`config.mk`:
```
export PLATFORM = sky130hd
export DESIGN_NAME = log2_latency_histogram_percentile
export DESIGN_NICKNAME = d
export VERILOG_FILES = /design/src/rtl/llhp_pkg.sv /design/src/rtl/llhp_ram.sv /design/src/rtl/llhp_ctrl.sv /design/src/rtl/llhp_dp.sv /design/src/rtl/log2_latency_histogram_percentile.sv
export SDC_FILE = /design/constraint.sdc
export NUM_CORES = 2
export LEC_CHECK = 0
export BUFFER_PORTS_ARGS = -buffer_cell sky130_fd_sc_hd__buf_2
export CORE_ASPECT_RATIO = 0.75
export CORE_MARGIN = 4
export CORE_UTILIZATION = 55
export CTS_CLUSTER_DIAMETER = 120
export DETAILED_ROUTE_END_ITERATION = 7
export PLACE_DENSITY = 0.71
export SYNTH_ARGS = -nofsm -noshare
export SYNTH_HDL_FRONTEND = slang
export SYNTH_SLANG_ARGS = --single-unit
```
`constraint.sdc`:
```
create_clock -name clk -period 11.4 [get_ports clk]
set_input_delay 0 -clock clk [delete_from_list [all_inputs] [get_ports clk]]
set_output_delay 0 -clock clk [all_outputs]
set_load 0.1 [all_outputs]
```
`src/rtl/llhp_pkg.sv`:
```
// ----------------------------------------------------------------------------
// llhp_pkg
// Types and fixed constants of the log2 latency histogram with percentile
// lookup: item structs, request codes and controller/datapath interfaces.
// ----------------------------------------------------------------------------
package llhp_pkg;

    localparam int CNT_W    = 32;
    localparam int RATIO_W  = 20;
    localparam int LEN_W    = 6;
    localparam int PROD_W   = CNT_W + RATIO_W;

    localparam logic [RATIO_W-1:0] PPM_ONE = 20'd1000000;

    typedef enum logic [1:0] {
        REQ_RECORD = 2'd0,
        REQ_QUERY  = 2'd1,
        REQ_CLEAR  = 2'd2
    } req_code_t;

    typedef struct packed {
        logic [1:0]         req_type;
        logic [CNT_W-1:0]   latency_us;
        logic [RATIO_W-1:0] ratio_ppm;
    } req_t;

    typedef struct packed {
        logic [CNT_W-1:0] percentile_us;
        logic [CNT_W-1:0] sample_count;
        logic [CNT_W-1:0] max_latency_us;
    } rsp_t;

    typedef struct packed {
        logic accept;
        logic rec_rd;
        logic clear;
        logic rec_wr;
        logic q_mul;
        logic walk_rd;
        logic walk_acc;
        logic walk_cmp;
        logic out_load;
    } cmd_t;

    typedef struct packed {
        logic empty;
        logic walk_hit;
        logic walk_last;
    } status_t;

endpackage

```
`src/rtl/llhp_ram.sv`:
```
// ----------------------------------------------------------------------------
// llhp_ram
// Generic single write port, single read port RAM with registered read data.
// ----------------------------------------------------------------------------
module llhp_ram #(
    parameter int WIDTH = 32,
    parameter int DEPTH = 33
) (
    input  logic                     clk,
    input  logic                     we,
    input  logic [$clog2(DEPTH)-1:0] waddr,
    input  logic [WIDTH-1:0]         wdata,
    input  logic                     re,
    input  logic [$clog2(DEPTH)-1:0] raddr,
    output logic [WIDTH-1:0]         rdata
);

    logic [WIDTH-1:0] mem [DEPTH];
    logic [WIDTH-1:0] rdata_reg;

    always_ff @(posedge clk)
    begin
        if (we)
        begin
            mem[waddr] <= wdata;
        end
        if (re)
        begin
            rdata_reg <= mem[raddr];
        end
    end

    assign rdata = rdata_reg;

endmodule

```
`src/rtl/llhp_ctrl.sv`:
```
// ----------------------------------------------------------------------------
// llhp_ctrl
// Controller of the latency histogram: sequences record, query and clear
// items through the datapath and owns the result valid flag.
// ----------------------------------------------------------------------------
module llhp_ctrl (
    input  logic              clk,
    input  logic              rst_n,
    input  logic              req_valid,
    input  logic [1:0]        req_type,
    output logic              req_ready,
    output logic              rsp_valid,
    input  logic              rsp_ready,
    input  llhp_pkg::status_t status,
    output llhp_pkg::cmd_t    cmd
);

    typedef enum logic [3:0] {
        ST_IDLE,
        ST_REC_WR,
        ST_Q_MUL,
        ST_Q_RD,
        ST_Q_ACC,
        ST_Q_CMP,
        ST_EMIT
    } state_t;

    state_t state_reg;
    state_t state_next;
    logic   rsp_valid_reg;
    logic   rsp_valid_next;
    logic   slot_free;

    assign slot_free = !rsp_valid_reg || rsp_ready;
    assign req_ready = (state_reg == ST_IDLE);
    assign rsp_valid = rsp_valid_reg;

    always_comb
    begin
        cmd        = '0;
        state_next = state_reg;
        unique case (state_reg)
            ST_IDLE:
            begin
                if (req_valid)
                begin
                    cmd.accept = 1'b1;
                    unique case (req_type)
                        llhp_pkg::REQ_RECORD:
                        begin
                            cmd.rec_rd = 1'b1;
                            state_next = ST_REC_WR;
                        end
                        llhp_pkg::REQ_QUERY:
                        begin
                            state_next = ST_Q_MUL;
                        end
                        llhp_pkg::REQ_CLEAR:
                        begin
                            cmd.clear  = 1'b1;
                            state_next = ST_EMIT;
                        end
                        default:
                        begin
                            state_next = ST_EMIT;
                        end
                    endcase
                end
            end
            ST_REC_WR:
            begin
                cmd.rec_wr = 1'b1;
                state_next = ST_EMIT;
            end
            ST_Q_MUL:
            begin
                // An empty histogram answers zero, which accept already set.
                if (status.empty)
                begin
                    state_next = ST_EMIT;
                end
                else
                begin
                    cmd.q_mul  = 1'b1;
                    state_next = ST_Q_RD;
                end
            end
            ST_Q_RD:
            begin
                cmd.walk_rd = 1'b1;
                state_next  = ST_Q_ACC;
            end
            ST_Q_ACC:
            begin
                cmd.walk_acc = 1'b1;
                state_next   = ST_Q_CMP;
            end
            ST_Q_CMP:
            begin
                cmd.walk_cmp = 1'b1;
                if (status.walk_hit || status.walk_last)
                begin
                    state_next = ST_EMIT;
                end
                else
                begin
                    state_next = ST_Q_RD;
                end
            end
            ST_EMIT:
            begin
                if (slot_free)
                begin
                    cmd.out_load = 1'b1;
                    state_next   = ST_IDLE;
                end
            end
            default:
            begin
                state_next = ST_IDLE;
            end
        endcase
    end

    always_comb
    begin
        priority if (cmd.out_load)
        begin
            rsp_valid_next = 1'b1;
        end
        else if (rsp_ready)
        begin
            rsp_valid_next = 1'b0;
        end
        else
        begin
            rsp_valid_next = rsp_valid_reg;
        end
    end

    always_ff @(posedge clk or negedge rst_n)
    begin
        if (!rst_n)
        begin
            state_reg     <= ST_IDLE;
            rsp_valid_reg <= 1'b0;
        end
        else
        begin
            state_reg     <= state_next;
            rsp_valid_reg <= rsp_valid_next;
        end
    end

endmodule

```
`src/rtl/llhp_dp.sv`:
```
// ----------------------------------------------------------------------------
// llhp_dp
// Datapath of the latency histogram: bucket RAM with valid bits, sample count
// and maximum, target product and the scaled cumulative walk.
// ----------------------------------------------------------------------------
module llhp_dp #(
    parameter int NUM_BUCKETS  = 33,
    parameter int LATENCY_BITS = 32
) (
    input  logic              clk,
    input  logic              rst_n,
    input  llhp_pkg::cmd_t    cmd,
    input  llhp_pkg::req_t    req_data,
    output llhp_pkg::status_t status,
    output llhp_pkg::rsp_t    rsp_data
);

    localparam int CNT_W     = llhp_pkg::CNT_W;
    localparam int BIDX_W    = $clog2(NUM_BUCKETS);
    localparam int CW        = (BIDX_W > llhp_pkg::LEN_W) ? BIDX_W : llhp_pkg::LEN_W;
    localparam int ACC_W     = CNT_W + BIDX_W;
    localparam int SCL_W     = ACC_W + llhp_pkg::RATIO_W;
    localparam int PROD_W    = llhp_pkg::PROD_W;
    localparam int MASK_BITS = (LATENCY_BITS < CNT_W) ? LATENCY_BITS : CNT_W;
    localparam logic [CNT_W-1:0] LAT_MASK =
        (MASK_BITS >= CNT_W) ? {CNT_W{1'b1}} : CNT_W'((64'd1 << MASK_BITS) - 64'd1);
    localparam logic [CW-1:0]     LAST_IDX = CW'(NUM_BUCKETS - 1);
    localparam logic [BIDX_W-1:0] LAST_B   = BIDX_W'(NUM_BUCKETS - 1);

    // Bucket selection for a record item.
    logic [CNT_W-1:0]          sample;
    logic [llhp_pkg::LEN_W-1:0] bit_len;
    logic [CW-1:0]             bidx_ext;
    logic [BIDX_W-1:0]         bidx;

    // Bucket store.
    logic [NUM_BUCKETS-1:0] valid_reg;
    logic                   rd_valid_reg;
    logic                   ram_re;
    logic [BIDX_W-1:0]      ram_raddr;
    logic [CNT_W-1:0]       ram_q;
    logic [CNT_W-1:0]       bucket_val;
    logic [CNT_W-1:0]       bucket_inc;

    // Running statistics and the item under work.
    logic [CNT_W-1:0]             total_reg;
    logic [CNT_W-1:0]             max_reg;
    logic [CNT_W-1:0]             sample_reg;
    logic [BIDX_W-1:0]            bidx_reg;
    logic [llhp_pkg::RATIO_W-1:0] ratio_reg;
    logic [CNT_W-1:0]             pct_reg;
    llhp_pkg::rsp_t               rsp_reg;

    // Cumulative walk.
    logic [PROD_W-1:0] prod_reg;
    logic [PROD_W-1:0] scl_inc_reg;
    logic [SCL_W-1:0]  scaled_reg;
    logic [SCL_W-1:0]  scaled_next;
    logic [BIDX_W-1:0] idx_reg;
    logic [ACC_W-1:0]  accum_reg;
    logic [CW-1:0]     idx_ext;
    logic [CNT_W-1:0]  bound;
    logic [CNT_W-1:0]  hit_pct;
    logic              hit;

    assign sample = req_data.latency_us & LAT_MASK;

    always_comb
    begin
        bit_len = '0;
        for (int k = 0; k < CNT_W; k++)
        begin
            if (sample[k])
            begin
                bit_len = llhp_pkg::LEN_W'(k + 1);
            end
        end
    end

    assign bidx_ext = (CW'(bit_len) > LAST_IDX) ? LAST_IDX : CW'(bit_len);
    assign bidx     = BIDX_W'(bidx_ext);

    assign ram_re    = cmd.rec_rd || cmd.walk_rd;
    assign ram_raddr = cmd.rec_rd ? bidx : idx_reg;

    llhp_ram #(
        .WIDTH (CNT_W),
        .DEPTH (NUM_BUCKETS)
    ) u_ram (
        .clk   (clk),
        .we    (cmd.rec_wr),
        .waddr (bidx_reg),
        .wdata (bucket_inc),
        .re    (ram_re),
        .raddr (ram_raddr),
        .rdata (ram_q)
    );

    // A bucket not written since reset or the last clear reads as zero.
    assign bucket_val = rd_valid_reg ? ram_q : '0;
    assign bucket_inc = (bucket_val == {CNT_W{1'b1}}) ? bucket_val : bucket_val + 1'b1;

    // The target rank is never divided out. A running count reaches
    // ceil(count * ratio / 1e6) exactly when the count times one million reaches
    // count * ratio, so the walk keeps a scaled copy of its running count. A hit
    // also needs at least one sample, and reaching the full count always hits,
    // which covers the clamping of the target to 1..count.
    assign scaled_next = scaled_reg + SCL_W'(scl_inc_reg);
    assign hit         = (accum_reg != '0) &&
                         ((scaled_next >= SCL_W'(prod_reg)) ||
                          (accum_reg >= ACC_W'(total_reg)));
    assign idx_ext     = CW'(idx_reg);
    assign bound       = CNT_W'(1) << idx_ext;

    always_comb
    begin
        priority if (idx_reg == '0)
        begin
            hit_pct = '0;
        end
        else if (idx_ext >= CW'(CNT_W))
        begin
            hit_pct = max_reg;
        end
        else
        begin
            hit_pct = (bound < max_reg) ? bound : max_reg;
        end
    end

    assign status.empty     = (total_reg == '0);
    assign status.walk_hit  = hit;
    assign status.walk_last = (idx_reg == LAST_B);

    always_ff @(posedge clk or negedge rst_n)
    begin
        if (!rst_n)
        begin
            valid_reg <= '0;
            total_reg <= '0;
            max_reg   <= '0;
        end
        else if (cmd.clear)
        begin
            valid_reg <= '0;
            total_reg <= '0;
            max_reg   <= '0;
        end
        else if (cmd.rec_wr)
        begin
            valid_reg[bidx_reg] <= 1'b1;
            if (total_reg != {CNT_W{1'b1}})
            begin
                total_reg <= total_reg + 1'b1;
            end
            if (sample_reg > max_reg)
            begin
                max_reg <= sample_reg;
            end
        end
    end

    always_ff @(posedge clk)
    begin
        if (ram_re)
        begin
            rd_valid_reg <= valid_reg[ram_raddr];
        end
        if (cmd.accept)
        begin
            ratio_reg  <= req_data.ratio_ppm;
            sample_reg <= sample;
            bidx_reg   <= bidx;
        end
        if (cmd.q_mul)
        begin
            prod_reg   <= total_reg * ratio_reg;
            idx_reg    <= '0;
            accum_reg  <= '0;
            scaled_reg <= '0;
        end
        else if (cmd.walk_acc)
        begin
            accum_reg   <= accum_reg + ACC_W'(bucket_val);
            scl_inc_reg <= bucket_val * llhp_pkg::PPM_ONE;
        end
        else if (cmd.walk_cmp)
        begin
            scaled_reg <= scaled_next;
            if (!hit && !status.walk_last)
            begin
                idx_reg <= idx_reg + 1'b1;
            end
        end
        priority if (cmd.accept)
        begin
            pct_reg <= '0;
        end
        else if (cmd.walk_cmp && hit)
        begin
            pct_reg <= hit_pct;
        end
        else if (cmd.walk_cmp && status.walk_last)
        begin
            pct_reg <= max_reg;
        end
        if (cmd.out_load)
        begin
            rsp_reg.percentile_us  <= pct_reg;
            rsp_reg.sample_count   <= total_reg;
            rsp_reg.max_latency_us <= max_reg;
        end
    end

    assign rsp_data = rsp_reg;

endmodule

```
`src/rtl/log2_latency_histogram_percentile.sv`:
```
// ----------------------------------------------------------------------------
// log2_latency_histogram_percentile
// Latency histogram with power-of-two buckets and percentile lookup.
// ----------------------------------------------------------------------------
// Usage: items arrive on the req channel (req_valid, req_ready, req_data) and
// each gives exactly one item on the rsp channel (rsp_valid, rsp_ready,
// rsp_data), in order. A record item adds a sample, a query item returns the
// percentile bound, a clear item empties the histogram; code 3 changes nothing.
// The block works on one item at a time; req_ready is high only when idle.
// Steps per item, up to the one that loads the output register: a record
// reads its bucket and writes it back incremented (read-modify-write of the
// bucket RAM); clear and code 3 go straight to the output. A query on an
// empty histogram answers zero; otherwise it walks 1 to NUM_BUCKETS buckets,
// each with a RAM read, an accumulate and a compare. The result is valid at
// the end of the loading cycle, and the next item can be accepted in the one after.
// Reset empties the histogram at once through per-bucket valid bits; no
// clearing pass is needed. The result waits in an output register; a new
// item is accepted meanwhile, and its own result is held back until the
// receiver has taken the previous one.
// ----------------------------------------------------------------------------
module log2_latency_histogram_percentile #(
    parameter int NUM_BUCKETS  = 33,
    parameter int LATENCY_BITS = 32
) (
    input  logic           clk,
    input  logic           rst_n,
    input  logic           req_valid,
    output logic           req_ready,
    input  llhp_pkg::req_t req_data,
    output logic           rsp_valid,
    input  logic           rsp_ready,
    output llhp_pkg::rsp_t rsp_data
);

    llhp_pkg::cmd_t    cmd;
    llhp_pkg::status_t status;

    llhp_ctrl u_ctrl (
        .clk       (clk),
        .rst_n     (rst_n),
        .req_valid (req_valid),
        .req_type  (req_data.req_type),
        .req_ready (req_ready),
        .rsp_valid (rsp_valid),
        .rsp_ready (rsp_ready),
        .status    (status),
        .cmd       (cmd)
    );

    llhp_dp #(
        .NUM_BUCKETS  (NUM_BUCKETS),
        .LATENCY_BITS (LATENCY_BITS)
    ) u_dp (
        .clk      (clk),
        .rst_n    (rst_n),
        .cmd      (cmd),
        .req_data (req_data),
        .status   (status),
        .rsp_data (rsp_data)
    );

endmodule

```
; ---- Word-level counts from Yosys, hierarchy flattened
; Memory sizes are Yosys's and may differ from the RTL's. A register that Yosys moved wholly into a read port is not among the register bits.
; Index checks and enable logic that the tools add are counted.
[word_totals]
mem_count = 1
ram_bits = 1056
register_bits = 489
[op_classes]
multipliers = 2
n_mux = 75
n_eq_ne = 13
shifts = 1
n_lt_le_gt_ge = 9
addsub = 5
n_reduce_logical = 28
bitwise_logic = 3
[memory_table]
columns = name, depth, width, read_ports, rd_ports_with_merged_regs, write_ports, line
row1 = u_dp.u_ram.mem, 33, 32, 1, 1, 1, llhp_ram.sv:18  ; logic [WIDTH-1:0] mem [DEPTH];
[ops]
columns = cell, count
row1 = $mux W32, 13
row2 = $mux W6, 33
row3 = $mux W33, 2
row4 = $add A32 B1 Y32 const B, 2
row5 = $add A58 B52 Y58, 1
row6 = $ge A58 B52 Y1, 1
row7 = $mul A32 B20 Y52, 1
row8 = $mul A32 B14 Y46 const B, 1
row9 = $add A38 B32 Y38, 1
row10 = $ge A38 B32 Y1, 1
row11 = $reduce_bool A38 Y1, 1
row12 = $or A33 B33 Y33, 1
row13 = $eq A32 B32 Y1 const B, 1
row14 = $gt A32 B32 Y1, 1
row15 = $logic_not A32 Y1, 1
row16 = $lt A32 B32 Y1, 1
row17 = $ne A32 B32 Y1 const B, 1
row18 = $shl A1 B6 Y32 const A, 1
row19 = $pmux W4 S7, 1
row20 = $mux W1, 17
row21 = $lt A6 B7 Y1 const B, 2
row22 = $eq A4 B3 Y1 const B, 3
row23 = $mux W3, 4
row24 = $reduce_and A2 Y1, 5
row25 = other kinds (24), 40

; ---- Logic depth before layout (Yosys ltp)
[logic_depth]
word_depth = 37
ltp_mapped = 28

; ---- Hierarchy
; From an unflattened synthesis, not the netlist that was laid out.
[hier_totals]
cells_unflattened = 7879
hier_area_um2 = 95723.1
[modules_own_cells]
columns = mod, cells_per_inst, seq_area_each_um2, instances, area_each_um2
row1 = llhp_dp, 5628, 12587.1, 1, 53254.8
row2 = llhp_ram, 2207, 32671.3, 1, 42096.6
row3 = llhp_ctrl, 44, 100.1, 1, 371.6

; ---- Worst setup path after synthesis
; OpenSTA, ideal clock, no wires.
[synth_timing]
kind = reg-to-reg
startpoint = register u_ctrl.rsp_valid_reg (netlist: u_ctrl.rsp_valid)
endpoint = register u_dp.rsp_reg (netlist bit u_dp.rsp_data[0]), enable pin
setup_time_ns = 0.688
t_required_ns = 10.712
stages_incl_launch_ff = 3
path_slack_ns = 2.724
t_arrival_ns = 7.988
path_buffers = 0
cell_sequence = dfrtp_1 -> nand2b_1 -> nor3b_1
[synth_rtl]
columns = element, line
row1 = from (decl), llhp_ctrl.sv:30  ; logic rsp_valid_reg;
row2 = from (signal assigned), llhp_ctrl.sv:151  ; rsp_valid_reg <= rsp_valid_next;
row3 = to (decl), llhp_dp.sv:52  ; llhp_pkg::rsp_t rsp_reg;

; ---- Worst setup path in the final report
[layout_timing]
startpoint = register u_dp.total_reg[11]
endpoint = register u_dp.prod_reg[50] (data pin)
[layout_between]
elab_chain_len = 1
[layout_lines]
columns = element, line
row1 = from (decl), llhp_dp.sv:46  ; logic [CNT_W-1:0] total_reg;
row2 = from (signal assigned), llhp_dp.sv:154  ; total_reg <= total_reg + 1'b1;
row3 = $mul A32 B20 Y52, llhp_dp.sv:177  ; prod_reg <= total_reg * ratio_reg;
row4 = to (signal assigned), llhp_dp.sv:177
row5 = to (decl), llhp_dp.sv:55  ; logic [PROD_W-1:0] prod_reg;
; No other way between the ends.
; A chain may end at the register's enable or synchronous reset.

==> reports/qor.csv <==
stage;metric;value;unit
floorplan;Ports;156;
route;drt pass-1 iters;6;
clocking;CTS Root Buffer Type;clkbuf_16;
place;HPWL Detailed;169000;um
yosys;Area contributors post-synth;edfxtp_1, fa_1, ha_1, mux4_2, inv_1;
timing;measured slew at the worst slew-check pin;1.38;ns
setup_path;reg2reg path depth;22;
timing;Max transition margin;8.26;%
global_route;largest net degree at the start of global routing;156;
route;DRC;0;
global_route;global-route wire length before repair;396000;um
min_path;Hold Path Depth;2;
clocking;clk_lat worst skew;0.81;ns
yosys;Top FF cell, synth;edfxtp_1;
yosys;post-synthesis sequential area ratio;47.3;%
setup_path;critical path peak fanout;26;
finish;# nets final;9151;
place;placer's final routability congestion estimate;0.925;
floorplan;die area;0.181;sq mm
yosys;Post-synth ARST share;6.43;%
timing;final worst slack;2.30;ns
setup_path;CP Data Required Time;11.95;ns
clocking;Clock Sink Count;1570;
setup_path;RR Endpoint;u_dp.prod_reg[50];
timing;fin crit share;79.8;%
global_route;GR Layer Usage met3;6.51;%
clocking;Inserted Clock Buffers;154;
yosys;Synth Register Bits;1570;
clocking;Clock Path Buffers;3;
global_route;met1 Track Usage GR;43.7;%
run_status;status;finished clean;
setup_path;CP Launch Point;u_dp.total_reg[11];
yosys;Mapped Nets;8961;
global_route;Total GRT Usage;28.9;%
route;Post-DRT Antenna Nets;0;
finish;Layout area overhead;10.6;%
timing;unrepaired setup endpoints after global routing;false;
timing;# setup viols final;0;
place;IO buf count;155;
timing;Worst Clk Skew;0.0630;ns
min_path;Hold/Removal Path Class;input pin to flop;
global_route;grt met2 use;42.4;%
finish;FF+latch area;0.0454;sq mm
yosys;Synth Area per Inst;12.5;sq um
setup_path;r2r startpoint;u_dp.total_reg[11];
setup_path;Worst setup EP type;flop;
floorplan;die height;370;um
route;vias after detailed routing;63500;
timing;Fin. Hold Viols;0;
setup_path;Critical Path AT;9.64;ns
timing;fin crit period;9.10;ns
finish;fraction of layout cells with a size suffix above 1;11.3;%
yosys;Synth Cell Area;0.0959;sq mm
yosys;cell with the most instances after synthesis;edfxtp_1;
floorplan;Rows;132;
timing;Setup TNS Final;0;ns
floorplan;overall die width;490;um
global_route;GR peak layer;met1;
yosys;cell taking the most area after synthesis;edfxtp_1;
setup_path;R2R Setup Slk;2.30;ns
route;Via density;6.19;
finish;Filler cells;13000;
clocking;Post-CTS Setup Bufs;0;
timing;count of final max-slew check failures;0;
place;pre-CTS WS;2.66;ns
clocking;TritonCTS clock tree;yes;
yosys;Post-synth EDFFs;1341;
floorplan;Core ar.;0.173;sq mm
flow_run;Max Cap Violations;0;
route;initial DRC count;7049;
yosys;synth warn;0;
timing;achievable clock frequency;0.110;GHz
clocking;CTS HTree Levels;4;
yosys;synthesized instance count;7658;
finish;most flop-heavy register;u_dp.u_ram.mem;
route;drt wl/cell;25.4;um
yosys;Yosys cell types;86;
yosys;Post-synth top cells;edfxtp_1, inv_1, nand2_1;
global_route;number of global-route vias before repair;63200;
global_route;initial antenna violation count;5;
setup_path;crit path capture;u_dp.prod_reg[50];
finish;multi-input logic area;0.0463;sq mm
finish;max reg flops;1056;
yosys;Yosys top cell area share;42.0;%
setup_path;type of the worst setup path;flop to flop;
route;routed wire length;260000;um
setup_path;Setup crit start kind;flop;
global_route;gr ovfl total;0;
finish;ant diodes;0;
floorplan;starting density of the core;55.5;%
clocking;Reg clk slew, reported paths;0.07;ns
[area by class of cell]
type / instances / share of cell area (%)
clock inverter: 92 / 1.06
inverter: 946 / 3.35
sequential: 1570 / 42.8
clock buffer: 188 / 3.84
timing repair buffer: 391 / 2.71
multi-input combinational: 4785 / 43.6
tap: 2278 / 2.69
[per-layer routing]
metal  vias up  wire (um)  part of all wire, %
met3       493      29900                   11
met5         -          8               0.0031
met4         2       7620                  2.9
met1     32100     109000                   42
met2      3512     113000                   43
li1      27300          -                    -
[worst min path at each step]
| stage | start | end |
|---|---|---|
| detailed placement | rst_n | u_dp.max_reg[1] |
| CTS | req_data[35] | u_dp.sample_reg[15] |
| global placement | rst_n | u_dp.max_reg[1] |
| floorplan | rst_n | u_ctrl.rsp_valid |
| finish | req_data[39] | u_dp.sample_reg[19] |
| global route | req_data[39] | u_dp.sample_reg[19] |
[worst max-delay path, stage by stage (launching register included)]
cell	delay (ns)
dfrtp_1	1.02
nand2_1	0.19
fa_1	0.56
inv_1	0.05
fa_1	0.48
fa_1	0.49
inv_1	0.05
fa_1	0.50
inv_1	0.06
fa_1	0.46
fa_1	0.54
fa_1	0.42
ha_1	0.41
nand2_1	0.07
or3_1	0.38
o21bai_1	0.40
a41oi_1	0.39
o31ai_1	0.89
a2111oi_0	0.36
o31ai_1	0.60
a21oi_1	0.16
o21ai_0	0.24
xor2_1	0.10
[logic make-up after synthesis]
group                    synth area share (%)
AND/OR/NAND/NOR                          9.39
flip-flops                               47.3
buffers and inverters                    5.16
adder cells (fa/ha/maj)                  21.5
AO/OA/AOI/OAI                            6.66
multiplexers                             8.01
XOR/XNOR                                 1.98
[cells in the final DEF (no fill, tap or decap), types with 29 or more instances in the layout]
master,netlist,final
inv_1,944,943
buf_2,37,154
dfxtp_1,128,128
xor2_1,53,51
o2111ai_1,32,32
clkbuf_16,0,157
a311oi_1,36,36
nor3_1,82,80
a221o_1,35,35
nand2_1,809,808
fa_1,673,673
dlygate4sd3_1,0,94
mux2i_1,187,186
nor2_1,365,332
xnor2_1,164,136
a211oi_1,31,31
mux4_2,257,257
o21bai_1,35,35
nand3_1,116,116
a21oi_1,255,253
a21o_1,90,90
o21a_1,34,34
nand4_1,76,76
nand2b_1,30,30
a32o_1,29,29
dfrtp_1,101,101
nor2_4,0,33
o21ai_0,186,184
or4_1,41,41
edfxtp_1,1341,1341
o22ai_1,34,34
buf_4,0,135
ha_1,572,572
and3_1,29,29
and2_1,228,227
[what timing repair did]
| item | in CTS | in global routing |
|---|---|---|
| gates resized for setup | 0 | 0 |
| hold buffers | 95 | 0 |
| endpoints found under the hold margin | 185 | 0 |
[stage by stage]
stage	cells	cell area (sq um)	hold slack [ns]	util, %
3_5_place_dp	9872	99800	0.00479	57.7
6_report	10300	106000	0.0481	61.4
3_3_place_gp	9872	99800	0.00477	57.7
2_1_floorplan	7658	95900	-0.296	-
4_1_cts	10200	106000	0.000869	61.3
5_1_grt	10300	106000	0.00912	61.4
Power is left out: the tool's default activity adds up to more than one toggle a clock period on the data nets, which glitch-free logic cannot reach.
